--- config.mk ---
export PLATFORM = sky130hd
export DESIGN_NAME = earliest_free_server_dispatch_flat
export DESIGN_NICKNAME = d
export VERILOG_FILES = /design/src/rtl/efsd_pkg.sv /design/src/rtl/efsd_job_if.sv /design/src/rtl/efsd_result_if.sv /design/src/rtl/efsd_store.sv /design/src/rtl/efsd_argmin.sv /design/src/rtl/earliest_free_server_dispatch.sv /design/src/flat_wrapper.sv
export SDC_FILE = /design/constraint.sdc
export NUM_CORES = 1
export LEC_CHECK = 0
export ABC_AREA = 1
export BUFFER_PORTS_ARGS = -buffer_cell sky130_fd_sc_hd__buf_2
export CORE_UTILIZATION = 30
export CTS_BUF_LIST = sky130_fd_sc_hd__clkbuf_4 sky130_fd_sc_hd__clkbuf_8 sky130_fd_sc_hd__clkbuf_16
export DETAILED_ROUTE_END_ITERATION = 10
export GPL_TIMING_DRIVEN = 0
export HOLD_SLACK_MARGIN = 0.12
export PLACE_DENSITY = 0.46
export SKIP_CTS_REPAIR_TIMING = 1
export SLEW_MARGIN = 20
export SYNTH_ARGS = -nofsm -noshare
export SYNTH_HDL_FRONTEND = slang
export SYNTH_SLANG_ARGS = --single-unit
export TNS_END_PERCENT = 20
--- constraint.sdc ---
create_clock -name clk -period 39.8 [get_ports clk]
set_clock_uncertainty 0.1 [all_clocks]
set_input_delay 5.97 -clock clk [delete_from_list [all_inputs] [get_ports clk]]
set_output_delay 5.97 -clock clk [all_outputs]
set_load 0.05 [all_outputs]
--- src/rtl/efsd_pkg.sv ---
// shared types and constants for the earliest-free-server dispatch block
package efsd_pkg;

  localparam int FIN_W = 24;
  localparam int SUM_W = 40;
  localparam int CNT_W = 20;
  localparam int ARR_W = 17;
  localparam int SVC_W = 8;
  localparam int SIDX_W = 4;
  localparam int NS_W = 5;
  localparam int CLOSE_W = 16;
  localparam int CFG_W = 16;
  localparam int SVC_SEC_W = 14;

  localparam logic [SVC_SEC_W-1:0] SECS_PER_MIN = 14'd60;
  localparam logic [FIN_W-1:0] FIN_MAX = {FIN_W{1'b1}};
  localparam logic [SUM_W-1:0] SUM_MAX = {SUM_W{1'b1}};
  localparam logic [CNT_W-1:0] CNT_MAX = {CNT_W{1'b1}};
  localparam logic [NS_W-1:0] NUM_SERVERS_RESET = 5'd1;
  localparam logic [CLOSE_W-1:0] CLOSE_TIME_RESET = 16'd32400;

  typedef enum logic {
    CFG_NUM_SERVERS = 1'b0,
    CFG_CLOSE_TIME  = 1'b1
  } cfg_index_t;

  typedef enum logic [2:0] {
    ST_IDLE,
    ST_SCAN,
    ST_DRAIN,
    ST_CALC,
    ST_WRITE,
    ST_FINISH
  } state_t;

  // control from the sequencer to the compare unit
  typedef struct packed {
    logic clear;
    logic sample;
    logic used;
  } scan_ctrl_t;

  typedef struct packed {
    logic found_free;
    logic have_best;
  } scan_status_t;

endpackage

--- src/rtl/efsd_job_if.sv ---
// job channel: arrival time and service length
interface efsd_job_if;
  import efsd_pkg::*;

  logic valid;
  logic ready;
  logic signed [ARR_W-1:0] arrival_seconds;
  logic [SVC_W-1:0] service_minutes;

  modport source (output valid, arrival_seconds, service_minutes, input ready);
  modport sink (input valid, arrival_seconds, service_minutes, output ready);
endinterface

--- src/rtl/efsd_result_if.sv ---
// result channel: dispatch decision and running totals
interface efsd_result_if;
  import efsd_pkg::*;

  logic valid;
  logic ready;
  logic accepted;
  logic [SIDX_W-1:0] server_index;
  logic [FIN_W-1:0] wait_seconds;
  logic [SUM_W-1:0] total_wait;
  logic [CNT_W-1:0] served_count;

  modport source (output valid, accepted, server_index, wait_seconds, total_wait,
                  served_count, input ready);
  modport sink (input valid, accepted, server_index, wait_seconds, total_wait,
                served_count, output ready);
endinterface

--- src/rtl/efsd_store.sv ---
// per-server finish time memory and in-use flags
module efsd_store
  import efsd_pkg::*;
#(
  parameter int MAX_SERVERS = 16,
  parameter int IDX_W = 4
) (
  input  logic             clk,
  input  logic             rst,
  input  logic [IDX_W-1:0] rd_addr,
  output logic [FIN_W-1:0] rd_data,
  output logic             rd_used,
  input  logic             wr_en,
  input  logic [IDX_W-1:0] wr_addr,
  input  logic [FIN_W-1:0] wr_data
);

  logic [FIN_W-1:0] mem [MAX_SERVERS];
  logic [MAX_SERVERS-1:0] used;

  always_ff @(posedge clk) begin
    if (wr_en) begin
      mem[wr_addr] <= wr_data;
    end
    rd_data <= mem[rd_addr];
    rd_used <= used[rd_addr];
  end

  always_ff @(posedge clk) begin
    if (rst) begin
      used <= '0;
    end else if (wr_en) begin
      used[wr_addr] <= 1'b1;
    end
  end

endmodule

--- src/rtl/efsd_argmin.sv ---
// shared compare unit: first free server or earliest finish, one server a cycle
module efsd_argmin
  import efsd_pkg::*;
#(
  parameter int IDX_W = 4
) (
  input  logic             clk,
  input  logic             rst,
  input  scan_ctrl_t       ctrl,
  input  logic [IDX_W-1:0] idx,
  input  logic [FIN_W-1:0] value,
  output scan_status_t     status,
  output logic [IDX_W-1:0] sel,
  output logic [FIN_W-1:0] best
);

  logic take;

  // strict less-than keeps the lowest index on ties
  assign take = !status.found_free && ctrl.used && (!status.have_best || value < best);

  always_ff @(posedge clk) begin
    if (rst || ctrl.clear) begin
      status <= '0;
    end else if (ctrl.sample && !status.found_free) begin
      if (!ctrl.used) begin
        status.found_free <= 1'b1;
      end else begin
        status.have_best <= 1'b1;
      end
    end
  end

  always_ff @(posedge clk) begin
    if (ctrl.sample && !status.found_free) begin
      if (!ctrl.used) begin
        sel <= idx;
      end else if (take) begin
        sel <= idx;
        best <= value;
      end
    end
  end

endmodule

--- src/rtl/earliest_free_server_dispatch.sv ---
// earliest-free-server dispatch: top level with sequencer and wait arithmetic
//
// Each job on the job channel is dispatched to the lowest unused server, or
// else to the server that finishes first (lowest index on ties), and one
// result with the job's wait and the running totals goes out per job. A job
// arriving after close_time goes straight to the finish state and changes no
// state. For an accepted job, one compare unit walks the k active servers, where k
// is the active server count (num_servers clamped to 1..MAX_SERVERS), one per
// cycle through the single read port of the finish time memory; then the calc and
// write states work out the wait and the new finish time. The job channel is not
// ready while a job is in progress; a finished result waits in the output
// register while the next job is taken. Configuration must be written through
// cfg_write, cfg_index and cfg_data only while no job is in flight; the block
// itself does not enforce this.
module earliest_free_server_dispatch
  import efsd_pkg::*;
#(
  parameter int MAX_SERVERS = 16
) (
  input  logic                clk,
  input  logic                rst,
  input  logic                cfg_write,
  input  logic                cfg_index,
  input  logic [CFG_W-1:0]    cfg_data,
  efsd_job_if.sink            job,
  efsd_result_if.source       result
);

  localparam int IDX_W = (MAX_SERVERS > 1) ? $clog2(MAX_SERVERS) : 1;
  localparam int NW = 8;
  localparam int DIFF_W = FIN_W + 2;

  state_t state, state_next;

  logic [NS_W-1:0] num_servers;
  logic [CLOSE_W-1:0] close_time;
  logic [SUM_W-1:0] wait_sum;
  logic [CNT_W-1:0] job_count;

  logic signed [ARR_W-1:0] arrival;
  logic [SVC_W-1:0] minutes;
  logic rejected;
  logic [IDX_W-1:0] cnt;
  logic [IDX_W-1:0] last;
  logic sample_d;
  logic [IDX_W-1:0] idx_d;
  logic [FIN_W-1:0] wait_w;
  logic [FIN_W-1:0] base;

  logic [FIN_W-1:0] rd_data;
  logic rd_used;
  logic wr_en;
  logic [FIN_W-1:0] wr_data;
  scan_ctrl_t ctrl;
  scan_status_t status;
  logic [IDX_W-1:0] sel;
  logic [FIN_W-1:0] best;

  logic [NW-1:0] ns_w;
  logic late;
  logic job_xfer;
  logic load;
  logic [FIN_W-1:0] start;
  logic signed [DIFF_W-1:0] diff;
  logic [SVC_SEC_W-1:0] service;
  logic [FIN_W:0] fin_sum;
  logic [SUM_W:0] sum_next;

  // active server count clamped to 1..MAX_SERVERS, as a last index
  assign ns_w = NW'(num_servers);
  always_comb begin
    priority if (ns_w == '0) begin
      last = '0;
    end else if (ns_w > NW'(MAX_SERVERS)) begin
      last = IDX_W'(MAX_SERVERS - 1);
    end else begin
      last = IDX_W'(ns_w - NW'(1));
    end
  end

  assign late = job.arrival_seconds > $signed({1'b0, close_time});
  assign job.ready = (state == ST_IDLE);
  assign job_xfer = job.valid && job.ready;

  // result register frees up on its own transfer
  assign load = (state == ST_FINISH) && (!result.valid || result.ready);

  always_comb begin
    state_next = state;
    ctrl = '0;
    wr_en = 1'b0;
    unique case (state)
      ST_IDLE: begin
        if (job_xfer) begin
          ctrl.clear = 1'b1;
          state_next = late ? ST_FINISH : ST_SCAN;
        end
      end
      ST_SCAN: begin
        if (cnt == last) begin
          state_next = ST_DRAIN;
        end
      end
      ST_DRAIN: begin
        state_next = ST_CALC;
      end
      ST_CALC: begin
        state_next = ST_WRITE;
      end
      ST_WRITE: begin
        wr_en = 1'b1;
        state_next = ST_FINISH;
      end
      ST_FINISH: begin
        if (load) begin
          state_next = ST_IDLE;
        end
      end
      default: state_next = ST_IDLE;
    endcase
    ctrl.sample = sample_d;
    ctrl.used = rd_used;
  end

  always_ff @(posedge clk) begin
    if (rst) begin
      state <= ST_IDLE;
    end else begin
      state <= state_next;
    end
  end

  always_ff @(posedge clk) begin
    if (rst) begin
      num_servers <= NUM_SERVERS_RESET;
      close_time <= CLOSE_TIME_RESET;
    end else if (cfg_write) begin
      unique case (cfg_index_t'(cfg_index))
        CFG_NUM_SERVERS: num_servers <= cfg_data[NS_W-1:0];
        CFG_CLOSE_TIME:  close_time <= cfg_data[CLOSE_W-1:0];
        default: ;
      endcase
    end
  end

  // read data is registered, so the sample flag and index are delayed to match
  always_ff @(posedge clk) begin
    if (rst) begin
      sample_d <= 1'b0;
    end else begin
      sample_d <= (state == ST_SCAN);
    end
    idx_d <= cnt;
  end

  always_ff @(posedge clk) begin
    if (job_xfer) begin
      arrival <= job.arrival_seconds;
      minutes <= job.service_minutes;
      rejected <= late;
      cnt <= '0;
    end else if (state == ST_SCAN && cnt != last) begin
      cnt <= cnt + IDX_W'(1);
    end
  end

  // wait = start - arrival, saturated; base is where the service starts
  assign start = status.found_free ? '0 : best;
  assign diff = $signed({2'b00, start}) - DIFF_W'(arrival);

  always_ff @(posedge clk) begin
    if (state == ST_CALC) begin
      if (diff > 0) begin
        wait_w <= (diff > $signed({2'b00, FIN_MAX})) ? FIN_MAX : diff[FIN_W-1:0];
        base <= start;
      end else begin
        wait_w <= '0;
        base <= FIN_W'(arrival[ARR_W-2:0]);
      end
    end
  end

  assign service = SVC_SEC_W'(minutes) * SECS_PER_MIN;
  assign fin_sum = {1'b0, base} + (FIN_W + 1)'(service);
  assign wr_data = fin_sum[FIN_W] ? FIN_MAX : fin_sum[FIN_W-1:0];

  assign sum_next = {1'b0, wait_sum} + (SUM_W + 1)'(wait_w);

  always_ff @(posedge clk) begin
    if (rst) begin
      wait_sum <= '0;
      job_count <= '0;
    end else if (load && !rejected) begin
      wait_sum <= sum_next[SUM_W] ? SUM_MAX : sum_next[SUM_W-1:0];
      if (job_count != CNT_MAX) begin
        job_count <= job_count + CNT_W'(1);
      end
    end
  end

  always_ff @(posedge clk) begin
    if (rst) begin
      result.valid <= 1'b0;
    end else if (load) begin
      result.valid <= 1'b1;
    end else if (result.ready) begin
      result.valid <= 1'b0;
    end
  end

  always_ff @(posedge clk) begin
    if (load) begin
      if (rejected) begin
        result.accepted <= 1'b0;
        result.server_index <= '0;
        result.wait_seconds <= '0;
        result.total_wait <= wait_sum;
        result.served_count <= job_count;
      end else begin
        result.accepted <= 1'b1;
        result.server_index <= SIDX_W'(sel);
        result.wait_seconds <= wait_w;
        result.total_wait <= sum_next[SUM_W] ? SUM_MAX : sum_next[SUM_W-1:0];
        result.served_count <= (job_count != CNT_MAX) ? job_count + CNT_W'(1) : job_count;
      end
    end
  end

  efsd_store #(
    .MAX_SERVERS(MAX_SERVERS),
    .IDX_W(IDX_W)
  ) u_store (
    .clk    (clk),
    .rst    (rst),
    .rd_addr(cnt),
    .rd_data(rd_data),
    .rd_used(rd_used),
    .wr_en  (wr_en),
    .wr_addr(sel),
    .wr_data(wr_data)
  );

  efsd_argmin #(
    .IDX_W(IDX_W)
  ) u_argmin (
    .clk   (clk),
    .rst   (rst),
    .ctrl  (ctrl),
    .idx   (idx_d),
    .value (rd_data),
    .status(status),
    .sel   (sel),
    .best  (best)
  );

`ifndef SYNTH
  a_reject_keeps_sum: assert property (@(posedge clk) disable iff (rst)
    (load && rejected) |=> $stable(wait_sum) && $stable(job_count))
    else $error("rejected job changed the running totals");

  a_count_monotonic: assert property (@(posedge clk) disable iff (rst)
    1'b1 |=> job_count >= $past(job_count))
    else $error("served count went down");

  a_write_in_range: assert property (@(posedge clk) disable iff (rst)
    wr_en |-> sel <= last)
    else $error("finish time written outside the active servers");

  a_reject_fields: assert property (@(posedge clk) disable iff (rst)
    (result.valid && !result.accepted) |-> (result.wait_seconds == '0 &&
      result.server_index == '0))
    else $error("rejected result carries a wait or a server");

  a_scan_sample_done: assert property (@(posedge clk) disable iff (rst)
    (state == ST_CALC) |-> (status.found_free || status.have_best))
    else $error("scan ended with no server chosen");
`endif

endmodule

--- src/flat_wrapper.sv ---
// flat-port wrapper written by rule: the top's interface ports become plain ports
module earliest_free_server_dispatch_flat import efsd_pkg::*;
#(
  parameter int MAX_SERVERS = 16
)
  (clk, rst, cfg_write, cfg_index, cfg_data, job_valid, job_arrival_seconds, job_service_minutes, job_ready, result_valid, result_accepted, result_server_index, result_wait_seconds, result_total_wait, result_served_count, result_ready);
  efsd_job_if job_i ();
  efsd_result_if result_i ();
  input  logic clk;
  input  logic rst;
  input  logic cfg_write;
  input  logic cfg_index;
  input  logic [CFG_W-1:0] cfg_data;
  input wire logic [$bits(job_i.valid)-1:0] job_valid;
  input wire logic [$bits(job_i.arrival_seconds)-1:0] job_arrival_seconds;
  input wire logic [$bits(job_i.service_minutes)-1:0] job_service_minutes;
  output wire logic [$bits(job_i.ready)-1:0] job_ready;
  output wire logic [$bits(result_i.valid)-1:0] result_valid;
  output wire logic [$bits(result_i.accepted)-1:0] result_accepted;
  output wire logic [$bits(result_i.server_index)-1:0] result_server_index;
  output wire logic [$bits(result_i.wait_seconds)-1:0] result_wait_seconds;
  output wire logic [$bits(result_i.total_wait)-1:0] result_total_wait;
  output wire logic [$bits(result_i.served_count)-1:0] result_served_count;
  input wire logic [$bits(result_i.ready)-1:0] result_ready;
  assign job_i.valid = job_valid;
  assign job_i.arrival_seconds = job_arrival_seconds;
  assign job_i.service_minutes = job_service_minutes;
  assign job_ready = job_i.ready;
  assign result_valid = result_i.valid;
  assign result_accepted = result_i.accepted;
  assign result_server_index = result_i.server_index;
  assign result_wait_seconds = result_i.wait_seconds;
  assign result_total_wait = result_i.total_wait;
  assign result_served_count = result_i.served_count;
  assign result_i.ready = result_ready;
  earliest_free_server_dispatch #(.MAX_SERVERS(MAX_SERVERS)) u_core (.clk(clk), .rst(rst), .cfg_write(cfg_write), .cfg_index(cfg_index), .cfg_data(cfg_data), .job(job_i), .result(result_i));
endmodule
==> results of run 1 <==
[layout by cell type, fill, tap and decap left out, types with 11 or more instances in the layout]
cell type	netlist	routed
sky130_fd_sc_hd__o22ai_1	49	49
sky130_fd_sc_hd__nor2_4	0	18
sky130_fd_sc_hd__a31oi_1	16	16
sky130_fd_sc_hd__ha_1	119	119
sky130_fd_sc_hd__clkinv_2	0	14
sky130_fd_sc_hd__edfxtp_1	575	575
sky130_fd_sc_hd__nor2_1	402	384
sky130_fd_sc_hd__inv_1	398	398
sky130_fd_sc_hd__clkinv_1	4	17
sky130_fd_sc_hd__xnor2_1	14	14
sky130_fd_sc_hd__clkbuf_1	109	109
sky130_fd_sc_hd__clkbuf_16	0	84
sky130_fd_sc_hd__a221oi_1	48	48
sky130_fd_sc_hd__xor2_1	48	48
sky130_fd_sc_hd__nand4_1	27	27
sky130_fd_sc_hd__o211ai_1	19	19
sky130_fd_sc_hd__nor3_1	23	23
sky130_fd_sc_hd__o21ai_0	312	311
sky130_fd_sc_hd__dfxtp_1	137	137
sky130_fd_sc_hd__nand3_1	131	131
sky130_fd_sc_hd__fa_1	16	16
sky130_fd_sc_hd__nand2_1	633	633
sky130_fd_sc_hd__buf_1	11	11
sky130_fd_sc_hd__a21oi_1	259	259
sky130_fd_sc_hd__buf_2	14	160
sky130_fd_sc_hd__buf_12	0	11
sky130_fd_sc_hd__clkbuf_4	0	17
sky130_fd_sc_hd__or2_2	14	14
sky130_fd_sc_hd__nor2_2	14	14
[flip-flops by register name, indices dropped and copies added, names as in the netlist, 2 cells and up]
signal and flops:
u_core.minutes 8, u_core.close_time 16, u_core.u_store.used 16, u_core.result.total_wait 40, u_core.wait_w 24, u_core.result.server_index 4
u_core.num_servers 5, u_core.u_argmin.status 2, u_core.arrival 17, u_core.u_argmin.best 24, u_core.idx_d 4, u_core.job_count 20
u_core.state 3, u_core.wait_sum 40, u_core.cnt 4, u_core.base 24, u_core.u_store.mem 384, u_core.result.served_count 20
u_core.u_store.rd_data 24, u_core.u_argmin.sel 4, u_core.result.wait_seconds 24
[layout make-up]
type / instances / area, um^2 / area share
inverters: 412 / 1550 / 0.0389
diodes: 7 / 17.5 / 0.000440
multi-input cells: 2203 / 11800 / 0.296
clock inverters: 48 / 539 / 0.0136
well taps: 1488 / 1860 / 0.0468
plain buffers: 137 / 558 / 0.0140
clock buffers: 104 / 2270 / 0.0571
flip-flops and latches: 712 / 20000 / 0.503
repair buffers: 170 / 1210 / 0.0304
[stage by stage]
| stage | util | setup slack [ns] | total power, mW |
|---|---|---|---|
| final | 0.358 | 31.83 | 3.15 |
| after detailed placement | 0.332 | 31.13 | 2.36 |
| after floorplan | - | 22.43 | 1.91 |
| after CTS | 0.358 | 31.82 | 3.15 |
| after global routing | 0.358 | 31.73 | 3.31 |
| after global placement | 0.326 | 13.99 | 2.35 |
[kinds of logic (layout without fill, tap and decap cells)]
logic type / Yosys count / in the layout / share of synthesized area
simple gates: 1274 / 1274 / 0.155
fa+ha+maj: 135 / 135 / 0.0536
flops: 712 / 712 / 0.593
other cells: 0 / 7 / 0
buf+inv: 549 / 871 / 0.0624
compound gates: 732 / 732 / 0.120
xor+xnor: 62 / 62 / 0.0161
[power breakdown]
group,leakage [nW],internal (mW),switching [mW]
Combinational,8.12,0.276,0.893
Sequential,6.34,1.15,0.0360
Clock,1.39,0.466,0.321
[per-layer routing]
layer / track usage / vias to the layer above
met4: 0.0791 / 0
met5: 0 / -
met3: 0.0356 / 199
met1: 0.251 / 12200
li1: - / 12400
met2: 0.311 / 762
[worst max path at each step]
| stage | cells after the start | endpoint | slack, ns |
|---|---|---|---|
| after floorplan | 9 | u_core.wait_sum[31] | 22.43 |
| after global placement | 10 | u_core.wait_sum[31] | 13.99 |
| after detailed placement | 10 | u_core.result.total_wait[6] | 31.13 |
| after CTS | 10 | u_core.result.total_wait[6] | 31.82 |
| after global routing | 10 | u_core.result.total_wait[6] | 31.73 |
| final | 11 | u_core.wait_sum[31] | 31.83 |
[worst max-delay path: cells and delay by family]
kind | cells | cell delay [ns]
buffers and inverters | 6 | 1.35
AND/OR/NAND/NOR | 5 | 1.10
==> reports/results.ini, run 1 <==
[setup_path]
critical_path.reg2reg.startpoint = u_core.minutes[3]
timing_worst_setup_path_type = input pin to flop
largest_fanout_on_the_critical_path = 10
crit_path_frequent_cell = sky130_fd_sc_hd__buf_2
setup.reg_to_reg.worst_slack_ns = 33.61
critical_path.cell_chain = buf_2, nor2_1, nor4_2, buf_2, nand2_1, inv_1, buf_2, buf_2, nand3_1, nand2_1, inv_1
required_ns = 40.26
critical_path_launch_point_type = input pin
timing.critical_path.slowest_cell_delay_ns = 0.48
crit-reg2reg-capture = u_core.u_store.mem[8][21]
critical_path_arrival_ns = 8.43
reg2regPathDepth = 21
setup.worst_path.end_class = flop
slowest_stage = sky130_fd_sc_hd__nor4_2
timing.critical_path.from = result_ready

[global_routing]
gr-total-overflow = 0
grt_first_pass_wirelength_mm = 160
grt_pass1_vias = 25000
grt_antenna_before_repair = 8
grt_usage = 0.192
grt_max_degree = 28

[clock_tree]
bufs_on_longest_clock_path = 3
clkLatencyLatePin_ns = 0.66
root_buffer_cell = sky130_fd_sc_hd__clkbuf_16
path_clk_slew_ns = 0.06
tritoncts_clock_tree = yes
cts-htree-levels = 3
numCtsBuffers = 84
clock_sink_count = 712

[detailed_routing]
routed-via-count = 25600
route.met2.wl_mm = 50.5
number_of_drc_markers_after_the_initial_detailed_route_iteration = 2128
avgViaCountPerCell = 4.84
detailedRoute.firstPassIterationCount = 5
route.detailed.drc = 0
drt-met1-wl_mm = 48.2
drt-total-wl_mm = 109
maxUsedRoutingLayer = met4
route.detailed.wl_per_inst_um = 20.7
final_antenna_net_count = 0
routed-wl-met3_mm = 6.69

[yosys]
post_synth_instance_area_um2 = 33700
netlist_top_cells_count = sky130_fd_sc_hd__nand2_1, sky130_fd_sc_hd__edfxtp_1, sky130_fd_sc_hd__nor2_1
synth-async-reset-ratio = 0
synth_top_cell_by_area = sky130_fd_sc_hd__edfxtp_1
synth.most_common_cell = sky130_fd_sc_hd__nand2_1
synth_edf_count = 575
ys_seq_area_frac = 0.593
synth_cell_types = 48
synthesis.area_per_instance_um2 = 9.74
post_synth_main_area_contributors = sky130_fd_sc_hd__edfxtp_1, sky130_fd_sc_hd__dfxtp_1, sky130_fd_sc_hd__nand2_1
synth_warnings = 0
synth_ff_type = sky130_fd_sc_hd__edfxtp_1
syn_inst = 3464
postSynthRegisterBits = 712
postSynthNetCount = 3646
synth_top_area_share = 0.512

[sta]
finalSetupViolCount = 0
max_clk_rate_mhz = 125
setup_tns_ns = 0
rsz0062_at_grt = no
timing.slew.headroom = 0.248
fin_crit_sh = 0.200
final_hold_slack_ns = 0.248
final_max_slew_viol_count = 0
timing_worst_slew_pin_value_ns = 1.13
final_hold_viol_count = 0
final_critical_path_required_period_ns = 7.97

[die]
design.die.area_um2 = 114000
fp.coreArea_um2 = 111000
die_w_um = 337
top_level_ports = 138
height_of_the_die_um = 337
rows = 122
floorplan.initialDensity = 0.304

[power_and_ir_drop]
vdd.ir_drop.worst_v = 0.000126
p_leak_nw = 15.8
power.density_nw_per_um2 = 79.1

[placed_design]
detailed_place_hpwl_mm = 80.9
place_congestion = 0.900
numPortBuffers = 136
placed_cell_area_um2 = 36900
placedCellCount = 5122

[run]
drv.max_cap_violation_count = 0

[finish]
final_cell_count_no_fill = 5281
num-fill-cells = 11500
nets = 3902
fin_area_um2 = 39800
area_delta_synth_final_pct = 17.9
post_route_cells_drive_above_1_share = 0.103

[worst_hold_path]
worst_hold_path.num_cells = 0
worst_hold_path_type = flop to flop
timing.hold.worst.start = u_core.cnt[2]
min_to = u_core.idx_d[2]

[status]
run_status = complete, no violations

(Power assumes the default switching activity.)
==> run 2: changes to the inputs <==
- PLACE_DENSITY: 0.46 -> 0.47
- clock period: 39.8 -> 7.2 ns (I/O delays scaled with it)
==> reports/results.ini, run 2 (synthesized netlist as in run 1, its figures left out) <==
[status]
run_status = complete, no violations

[power_and_ir_drop]
power.total_mw = 17.2  ; +450%
power.share.sequential = 0.380  ; +0.002
p_leak_nw = 15.8  ; -0.20%
p_sw_mw = 6.88  ; +450%
power.density_nw_per_um2 = 433  ; +450%
vdd.ir_drop.worst_v = 0.000517  ; +310%
swShare = 0.399  ; +0.00228
power.share.combinational = 0.377  ; +0.005
clock_power_share = 0.243  ; -0.007
power.internal_mw = 10.3  ; +450%

[finish]
largest_register_ffs = 384  ; unchanged
layout_commonest_cell = sky130_fd_sc_hd__nand2_1
post_route_cells_drive_above_1_share = 0.101  ; -0.00185
mostFrequentLayoutCells = sky130_fd_sc_hd__nand2_1, sky130_fd_sc_hd__edfxtp_1, sky130_fd_sc_hd__inv_1
area_delta_synth_final_pct = 17.8  ; about the same
final_cell_count_no_fill = 5266  ; -0.28%
multiInputGateArea_um2 = 11800  ; about the same
reg_top3 = u_core.u_store.mem x384, u_core.result.total_wait x40, u_core.wait_sum x40
top_reg_by_flops = u_core.u_store.mem
num-fill-cells = 11400  ; -0.81%
utilization = 0.358  ; about the same
nets = 3893  ; -0.23%
regArea_um2 = 20000  ; unchanged

[clock_tree]
numCtsBuffers = 80  ; -4.8%
bufs_on_longest_clock_path = 3  ; unchanged
clkLatencyLatePin_ns = 0.66  ; about the same
root_buffer_cell = sky130_fd_sc_hd__clkbuf_16
cts-htree-levels = 3  ; unchanged
tritoncts_clock_tree = yes
path_clk_slew_ns = 0.06  ; about the same
clock_sink_count = 712  ; unchanged

[sta]
rsz0062_at_grt = no
fin_ws_ns = 1.18  ; -30.64 ns
timing.slew.headroom = 0.227  ; -0.0205
max_clk_rate_mhz = 166
fin_crit_sh = 0.836
final_critical_path_required_period_ns = 6.02
final_hold_viol_count = 0  ; unchanged
timing_worst_slew_pin_value_ns = 1.16  ; +0.0308 ns
setup_tns_ns = 0  ; unchanged
finalSetupViolCount = 0  ; unchanged
final_max_slew_viol_count = 0  ; unchanged

[setup_path]
critical_path.cell_chain = inv_1, fa_1, fa_1, inv_1, ha_1, a21oi_1, nand2_1, nand4_1, o211ai_1, a21o_1, a21oi_1, xnor2_1, ha_1, a21oi_1, nor2_1, a21oi_1, o21ai_0, nand2_1, or2_0, buf_2, nand3_1
critical_path_arrival_ns = 6.04  ; -2.39 ns
setup.worst_path.end_class = flop
critical_path.reg2reg.startpoint = u_core.minutes[3]
critical_path_launch_point_type = flop
timing.critical_path.buf_inv = 3  ; -3
largest_fanout_on_the_critical_path = 16  ; +6
crit_path_frequent_cell = sky130_fd_sc_hd__a21oi_1
timing_worst_setup_path_type = flop to flop
reg2regPathDepth = 21  ; unchanged
required_ns = 7.22  ; -33.04 ns
critPathCapture = u_core.u_store.mem[7][16]
slowest_stage = sky130_fd_sc_hd__nand3_1
critical_path.top_delay_family = adder cells
timing.critical_path.from = u_core.minutes[3]
worst-path-stages = 21  ; +10
crit-reg2reg-capture = u_core.u_store.mem[7][16]
timing.critical_path.slowest_cell_delay_ns = 0.68  ; +0.20 ns
setup.reg_to_reg.worst_slack_ns = 1.18  ; -32.43 ns

[die]
design.die.area_um2 = 114000  ; unchanged
die_w_um = 337  ; unchanged
rows = 122  ; unchanged
top_level_ports = 138  ; unchanged
floorplan.initialDensity = 0.304  ; unchanged
fp.coreArea_um2 = 111000  ; unchanged
height_of_the_die_um = 337  ; unchanged

[global_routing]
grt_antenna_before_repair = 2  ; -6
grt_pass1_vias = 24800  ; -0.78%
gr-total-overflow = 0  ; unchanged
grt_max_degree = 25  ; -11%
grt_usage = 0.189  ; -0.00235
grt_first_pass_wirelength_mm = 159  ; -0.55%

[placed_design]
numPortBuffers = 136  ; unchanged
placedCellCount = 5117  ; -0.098%
place_congestion = 0.931  ; +3.5%
detailed_place_hpwl_mm = 80.8  ; -0.13%
pre_cts_slack_ns = 1.16  ; -29.97 ns

[detailed_routing]
avgViaCountPerCell = 4.85  ; +0.12%
detailedRoute.firstPassIterationCount = 6  ; +1
routed-via-count = 25500  ; -0.17%
drt-total-wl_mm = 108  ; -1.0%
final_antenna_net_count = 0  ; unchanged
route.detailed.wl_per_inst_um = 20.6  ; -0.71%
number_of_drc_markers_after_the_initial_detailed_route_iteration = 2256  ; +6.0%
route.detailed.drc = 0  ; unchanged

[run]
drv.max_cap_violation_count = 0  ; unchanged

[worst_hold_path]
worst_hold_path_type = flop to flop

[run 2: cell types whose count changed in the layout (fill, tap and decap cells not counted), moves of 5 or more]
cell                       delta
sky130_fd_sc_hd__buf_16       +8
sky130_fd_sc_hd__clkbuf_4     +5
sky130_fd_sc_hd__buf_2       -10
sky130_fd_sc_hd__buf_12       -6
sky130_fd_sc_hd__diode_2      -5
[run 2: layout make-up]
class / instances / area share
well taps: 1488 / 0.0468
flip-flops and latches: 712 / 0.504
plain buffers: 137 / 0.0140
clock buffers: 106 / 0.0559
repair buffers: 165 / 0.0326
inverters: 412 / 0.0389
multi-input cells: 2203 / 0.296
clock inverters: 41 / 0.0118
diodes: 2 / 0.000126
[run 2: through the flow]
stage          instance area [um^2]  hold slack, ns
2_1_floorplan                 33700           0.229
3_3_place_gp                  36300           0.234
3_5_place_dp                  37000           0.234
4_1_cts                       39700           0.248
5_1_grt                       39700           0.258
6_report                      39700           0.251
[run 2: worst min-delay path by stage]
stage	start	to	slack, ns	cells past startpoint
final	u_core.cnt[2]	u_core.idx_d[2]	0.25	0
after global placement	u_core.cnt[2]	u_core.idx_d[2]	0.23	0
after detailed placement	u_core.cnt[2]	u_core.idx_d[2]	0.23	0
after CTS	u_core.cnt[2]	u_core.idx_d[2]	0.25	0
after global routing	u_core.cnt[2]	u_core.idx_d[2]	0.26	0
after floorplan	u_core.cnt[2]	u_core.idx_d[2]	0.23	0
[run 2: layer usage]
layer	up-vias	share of wire	GRT usage
met5	-	0	0
li1	12400	-	-
met1	12200	0.45	0.254
met4	0	0.025	0.0520
met2	781	0.48	0.319
met3	156	0.052	0.0254
[run 2: power by group through the flow]
stage	clock network, mW	registers [mW]	logic (mW)
final	4.18	6.54	6.50
after global routing	4.41	6.55	7.15
after CTS	4.26	6.54	6.50
after detailed placement	0	6.63	6.47
after global placement	0	6.66	6.39
after floorplan	0	6.74	3.80
